==> src/rtl/ita_pkg.sv <==
`timescale 1ns / 1ps

package ita_pkg;

  localparam int unsigned DataW     = 32;
  localparam int unsigned DigitW    = 4;
  localparam int unsigned NumDigits = 10;  // enough for 4294967295
  localparam int unsigned NumNibs   = DataW / DigitW;
  localparam int unsigned CharW     = 8;
  localparam int unsigned RemW      = $clog2(NumDigits + 1);
  localparam int unsigned BitCntW   = $clog2(DataW);

  localparam logic ModeDec = 1'b0;
  localparam logic ModeHex = 1'b1;

  localparam logic [CharW-1:0] CharZero  = 8'h30;  // '0'
  localparam logic [CharW-1:0] CharAlpha = 8'h61;  // 'a'
  localparam logic [CharW-1:0] CharMinus = 8'h2d;  // '-'

  typedef logic [DigitW-1:0] digit_t;

  typedef enum logic [1:0] {
    CellHold  = 2'd0,
    CellLoad  = 2'd1,
    CellDabble = 2'd2,
    CellShift = 2'd3
  } cell_op_e;

  function automatic logic [CharW-1:0] digit_to_ascii(input digit_t d);
    logic [CharW-1:0] c;
    if (d < digit_t'(10)) begin
      c = CharZero + CharW'(d);
    end else begin
      c = CharAlpha + CharW'(d) - CharW'(10);
    end
    return c;
  endfunction

endpackage

==> src/rtl/ita_cell.sv <==
`timescale 1ns / 1ps

// One digit of the converter row. Dabble: add 3 when >= 5, then shift in a bit
// from the lower neighbor; the carry goes up. Shift: take the lower neighbor's digit.
module ita_cell (
  input  logic               clk_i,
  input  logic               rst_ni,
  input  ita_pkg::cell_op_e  op_i,
  input  ita_pkg::digit_t    load_i,
  input  logic               bit_i,
  input  ita_pkg::digit_t    digit_i,
  output logic               bit_o,
  output ita_pkg::digit_t    digit_o
);

  ita_pkg::digit_t digit_q, digit_d, adj;

  always_comb begin
    if (digit_q >= ita_pkg::digit_t'(5)) begin
      adj = digit_q + ita_pkg::digit_t'(3);
    end else begin
      adj = digit_q;
    end
  end

  always_comb begin
    unique case (op_i)
      ita_pkg::CellHold:   digit_d = digit_q;
      ita_pkg::CellLoad:   digit_d = load_i;
      ita_pkg::CellDabble: digit_d = {adj[ita_pkg::DigitW-2:0], bit_i};
      ita_pkg::CellShift:  digit_d = digit_i;
      default:             digit_d = digit_q;
    endcase
  end

  always_ff @(posedge clk_i or negedge rst_ni) begin
    if (!rst_ni) begin
      digit_q <= '0;
    end else begin
      digit_q <= digit_d;
    end
  end

  assign bit_o   = adj[ita_pkg::DigitW-1];
  assign digit_o = digit_q;

endmodule

==> src/rtl/integer_to_ascii_formatter.sv <==
`timescale 1ns / 1ps

// Channel | Direction | Handshake              | Fields
// in      | input     | in_valid_i/in_stall_o  | mode_i, value_i
// out     | output    | out_valid_o/out_stall_i| character_o, last_o
//
// One word at a time: accept, bit-serial double dabble of all 32 bits through
// the ten digit cells, a shift for each dropped leading zero, then one
// character per cycle (sign included) while the output is not stalled.
// Hex loads the cells directly and skips the conversion.
// Reset clears control and the output valid. A stalled output holds the
// character and pauses emission; a new word is taken once emission is done.
module integer_to_ascii_formatter (
  input  logic                       clk_i,
  input  logic                       rst_ni,
  input  logic                       in_valid_i,
  output logic                       in_stall_o,
  input  logic                       mode_i,
  input  logic [ita_pkg::DataW-1:0]  value_i,
  output logic                       out_valid_o,
  input  logic                       out_stall_i,
  output logic [ita_pkg::CharW-1:0]  character_o,
  output logic                       last_o
);

  typedef enum logic [4:0] {
    StIdle = 5'b00001,
    StConv = 5'b00010,
    StSkip = 5'b00100,
    StSign = 5'b01000,
    StEmit = 5'b10000
  } state_e;

  state_e state_q, state_d;
  logic [ita_pkg::DataW-1:0]   mag_q, mag_d;
  logic [ita_pkg::BitCntW-1:0] cnt_q, cnt_d;
  logic [ita_pkg::RemW-1:0]    rem_q, rem_d;
  logic                        neg_q, neg_d;
  logic                        out_valid_q, out_valid_d;
  logic [ita_pkg::CharW-1:0]   char_q, char_d;
  logic                        last_q, last_d;

  ita_pkg::cell_op_e op;
  ita_pkg::digit_t   load_nib [ita_pkg::NumDigits];
  ita_pkg::digit_t   digits   [ita_pkg::NumDigits];
  logic              carry    [ita_pkg::NumDigits-1];
  ita_pkg::digit_t   top;
  logic              accept, slot_free;

  assign in_stall_o = (state_q != StIdle);
  assign accept     = in_valid_i && !in_stall_o;
  assign slot_free  = !out_valid_q || !out_stall_i;
  assign top        = digits[ita_pkg::NumDigits-1];

  // hex mode fills the low cells with nibbles; decimal starts from zero
  always_comb begin
    for (int i = 0; i < int'(ita_pkg::NumDigits); i++) begin
      load_nib[i] = '0;
    end
    if (mode_i == ita_pkg::ModeHex) begin
      for (int i = 0; i < int'(ita_pkg::NumNibs); i++) begin
        load_nib[i] = value_i[i*ita_pkg::DigitW +: ita_pkg::DigitW];
      end
    end
  end

  for (genvar g = 0; g < ita_pkg::NumDigits; g++) begin : g_cell
    if (g == 0) begin : g_first
      ita_cell u_cell (
        .clk_i   (clk_i),
        .rst_ni  (rst_ni),
        .op_i    (op),
        .load_i  (load_nib[g]),
        .bit_i   (mag_q[ita_pkg::DataW-1]),
        .digit_i ('0),
        .bit_o   (carry[g]),
        .digit_o (digits[g])
      );
    end else if (g == ita_pkg::NumDigits - 1) begin : g_last
      // magnitude fits in ten digits, top carry is always zero
      ita_cell u_cell (
        .clk_i   (clk_i),
        .rst_ni  (rst_ni),
        .op_i    (op),
        .load_i  (load_nib[g]),
        .bit_i   (carry[g-1]),
        .digit_i (digits[g-1]),
        .bit_o   (),
        .digit_o (digits[g])
      );
    end else begin : g_mid
      ita_cell u_cell (
        .clk_i   (clk_i),
        .rst_ni  (rst_ni),
        .op_i    (op),
        .load_i  (load_nib[g]),
        .bit_i   (carry[g-1]),
        .digit_i (digits[g-1]),
        .bit_o   (carry[g]),
        .digit_o (digits[g])
      );
    end
  end

  always_comb begin
    state_d     = state_q;
    mag_d       = mag_q;
    cnt_d       = cnt_q;
    rem_d       = rem_q;
    neg_d       = neg_q;
    out_valid_d = out_valid_q;
    char_d      = char_q;
    last_d      = last_q;
    op          = ita_pkg::CellHold;

    if (out_valid_q && !out_stall_i) begin
      out_valid_d = 1'b0;
    end

    unique case (state_q)
      StIdle: begin
        if (accept) begin
          op    = ita_pkg::CellLoad;
          cnt_d = '0;
          if (mode_i == ita_pkg::ModeHex) begin
            neg_d   = 1'b0;
            // nibbles sit in the low cells; the skip walks them up to the top
            rem_d   = ita_pkg::RemW'(ita_pkg::NumDigits);
            state_d = StSkip;
          end else begin
            neg_d   = value_i[ita_pkg::DataW-1];
            mag_d   = value_i[ita_pkg::DataW-1] ? (~value_i + 1'b1) : value_i;
            state_d = StConv;
          end
        end
      end
      StConv: begin
        op    = ita_pkg::CellDabble;
        mag_d = {mag_q[ita_pkg::DataW-2:0], 1'b0};
        cnt_d = cnt_q + 1'b1;
        if (cnt_q == '1) begin
          rem_d   = ita_pkg::RemW'(ita_pkg::NumDigits);
          state_d = StSkip;
        end
      end
      StSkip: begin
        if (top == '0 && rem_q > ita_pkg::RemW'(1)) begin
          op    = ita_pkg::CellShift;
          rem_d = rem_q - 1'b1;
        end else begin
          state_d = neg_q ? StSign : StEmit;
        end
      end
      StSign: begin
        if (slot_free) begin
          out_valid_d = 1'b1;
          char_d      = ita_pkg::CharMinus;
          last_d      = 1'b0;
          state_d     = StEmit;
        end
      end
      StEmit: begin
        if (slot_free) begin
          op          = ita_pkg::CellShift;
          out_valid_d = 1'b1;
          char_d      = ita_pkg::digit_to_ascii(top);
          last_d      = (rem_q == ita_pkg::RemW'(1));
          rem_d       = rem_q - 1'b1;
          if (rem_q == ita_pkg::RemW'(1)) begin
            state_d = StIdle;
          end
        end
      end
      default: state_d = StIdle;
    endcase
  end

  always_ff @(posedge clk_i or negedge rst_ni) begin
    if (!rst_ni) begin
      state_q     <= StIdle;
      cnt_q       <= '0;
      rem_q       <= '0;
      neg_q       <= 1'b0;
      out_valid_q <= 1'b0;
    end else begin
      state_q     <= state_d;
      cnt_q       <= cnt_d;
      rem_q       <= rem_d;
      neg_q       <= neg_d;
      out_valid_q <= out_valid_d;
    end
  end

  always_ff @(posedge clk_i) begin
    mag_q  <= mag_d;
    char_q <= char_d;
    last_q <= last_d;
  end

  assign out_valid_o = out_valid_q;
  assign character_o = char_q;
  assign last_o      = last_q;

endmodule

==> config.mk <==
export PLATFORM = sky130hd
export DESIGN_NAME = integer_to_ascii_formatter
export DESIGN_NICKNAME = d
export VERILOG_FILES = /design/src/rtl/ita_pkg.sv /design/src/rtl/ita_cell.sv /design/src/rtl/integer_to_ascii_formatter.sv
export SDC_FILE = /design/constraint.sdc
export NUM_CORES = 1
export LEC_CHECK = 0
export BUFFER_PORTS_ARGS = -buffer_cell sky130_fd_sc_hd__buf_2
export CAP_MARGIN = 30
export CORE_ASPECT_RATIO = 1.1
export CORE_MARGIN = 5
export CORE_UTILIZATION = 34
export DETAILED_ROUTE_END_ITERATION = 10
export PLACE_DENSITY = 0.54
export SLEW_MARGIN = 15
export SYNTH_ARGS = -nofsm -noshare
export SYNTH_HDL_FRONTEND = slang
export SYNTH_HIERARCHICAL = 1
export SYNTH_SLANG_ARGS = --single-unit
==> constraint.sdc <==
create_clock -name clk_i -period 4.47 [get_ports clk_i]
set_input_delay 0.447 -clock clk_i [delete_from_list [all_inputs] [get_ports clk_i]]
set_output_delay 0.447 -clock clk_i [all_outputs]
set_load 0.1 [all_outputs]
==> impl_metrics.json <==
{
  "clock_latency_ps": 370,
  "clock_path_buffers": 2,
  "hpwl_um": 10300,
  "synth_warnings": 6,
  "syn-mean-instance-area_um2": 10.6,
  "cp_top_family": "compound AO/OA/AOI/OAI gates",
  "clk_pin_slew_ps": 80,
  "worstSetupPathType": "flip-flop to flip-flop",
  "max_freq_ghz": 0.326,
  "powerDensity_nw_per_um2": 632,
  "path_cells": "inv_1 > ha_1 > nor2_1 > o311ai_0 > nor2_1 > a21oi_1 > nand2_2 > buf_12 > mux4_2",
  "grt_pass1_vias": 4737,
  "irDropWorstVdd_v": 0.000262,
  "cts_setup_buffers": 0,
  "cts_buffers": 9,
  "drt_first_pass_iters": 4,
  "rrSetupSlack_ps": 1410,
  "cts_resized": 0,
  "seq_area_um2": 2600,
  "htreeDepth": 3,
  "io_buffers": 46,
  "die_w_um": 142,
  "grt_overflow": 0,
  "multi_input_area_um2": 3700,
  "crit_arrival_ps": 3300,
  "drc": 0,
  "skew_ps": 7.44,
  "worst_slew_pin_slew_ps": 780,
  "die-area_um2": 22000,
  "grt_start_max_net_pins": 57,
  "rsz0062_at_grt": "no",
  "antenna_cells": 0,
  "cts_sinks": 96,
  "status": "finished clean",
  "start_util_pct": 34.2,
  "holdCritPathClass": "input port to asynchronous set/reset pin",
  "postCtsHoldBufs": 0,
  "crit-reg2reg-launch": "rem_q[0]",
  "period_minus_slack_ps": 3060,
  "num_rows": 53,
  "final_util_pct": 38.5,
  "cp_slowest_cell": "o311ai_0",
  "fill_cells": 1903,
  "drtIter0Drc": 341,
  "total_power_w": 0.00462,
  "p_leak_nw": 2.97,
  "vias": 4778,
  "final_antenna_net_count": 0,
  "fin_crit_sh_pct": 68.6,
  "required_ps": 4710,
  "fin_nets": 728,
  "endpoint_kind": "flip-flop",
  "wl_um": 14900,
  "setup_tns_ps": 0,
  "viasPerCell": 5.22,
  "stdcell_count": 916,
  "ios": 48,
  "startpoint_type": "flip-flop",
  "netlist_area_um2": 6490,
  "route.detailed.wl_per_inst_um": 16.3,
  "slew_headroom_pct": 48.0,
  "cp_common_cell": "nor2_1",
  "drive_gt1_share_pct": 20.2,
  "finalMaxSlewViolations": 0,
  "die_h_um": 155,
  "path_buf_inv": 2,
  "cap_violations": 0,
  "cts_tree": "built",
  "startpoint": "rem_q[0]",
  "grt_pass1_wl_um": 25000,
  "worstPathMaxFanout": 27,
  "grt_usage_pct": 14.2,
  "cts_root_buf": "clkbuf_16",
  "hold_viol_final": 0,
  "core_um2": 19000,
  "setup_viol": 0,
  "place_inst": 900,
  "antenna_found_initial": 0,
  "syn2layout_area_growth_pct": 12.6,
  "syn_inst": 611,
  "slowest_delay_ps": 590,
  "place_congestion": 0.781
}
sequential cells by signal, summed over array words and instances (netlist names):
signal and flops:
g_cell.g_last.u_cell/digit_o 4, g_cell.g_mid.u_cell/digit_o 32, rem_q 4, neg_q 1, g_cell.g_first.u_cell/digit_o 4, state_q 5
out_valid_o 1, character_o 7, mag_q 32, last_o 1, cnt_q 5
power by group:
part | total [W] | switching, W | internal, W
logic | 0.00218 | 0.00115 | 0.00103
registers | 0.00165 | 0.000349 | 0.00130
clock network | 0.000782 | 0.000392 | 0.000391
layout by cell type (no fill, tap or decap), types with 3 or more instances in the layout:
cell / instances
nand2_1: 77
dfrtp_1: 55
o21ai_0: 49
buf_2: 46
edfxtp_1: 40
mux4_2: 40
nor2_1: 38
and2_1: 33
inv_1: 32
xor2_1: 31
ha_1: 27
nand2b_1: 22
a21oi_1: 21
o31ai_1: 14
conb_1: 14
xnor2_1: 12
mux2i_1: 12
a21oi_2: 10
clkbuf_16: 9
o41ai_1: 8
nor3_1: 6
or4_1: 5
nand3_1: 5
buf_4: 5
or4_4: 4
and3_1: 3
nand2_2: 3
nor4_1: 3
or3_1: 3
inv_6: 3
per-layer routing:
metal | track usage [%] | part of all wire, % | up-vias
li1 | - | - | 2320
met1 | 20.0 | 47 | 2349
met2 | 22.4 | 47 | 99
met3 | 1.88 | 4.8 | 10
met4 | 4.89 | 1.1 | 0
met5 | 0 | 0 | -
area by class of cell:
class | count | area share (%)
multi-input combinational | 473 | 50.6
clock inverter | 7 | 0.839
clock buffer | 9 | 3.08
tap | 247 | 4.23
inverter | 32 | 1.64
sequential | 96 | 35.6
timing repair buffer | 52 | 3.94
per-stage QoR:
stage	instance area [um^2]	setup slack (ps)	hold slack [ps]
after floorplan	6530	951	151
after global placement	7000	1200	491
after detailed placement	7020	1420	498
after CTS	7310	1430	277
after global routing	7310	1110	321
final	7310	1410	224
final timing paths:
path | to | depth (start not counted)
worst max-delay path | g_cell[2].g_mid.u_cell/digit_o[0] | 9
worst max register to register | g_cell[2].g_mid.u_cell/digit_o[0] | 9
worst min register to register | cnt_q[4] | 2
min in group clk_i | state_q[0] | 2
worst min-delay path | g_cell[6].g_mid.u_cell/digit_o[3] | 2
max in group asynchronous | cnt_q[2] | 2
Power figures use the tool's default switching activity.
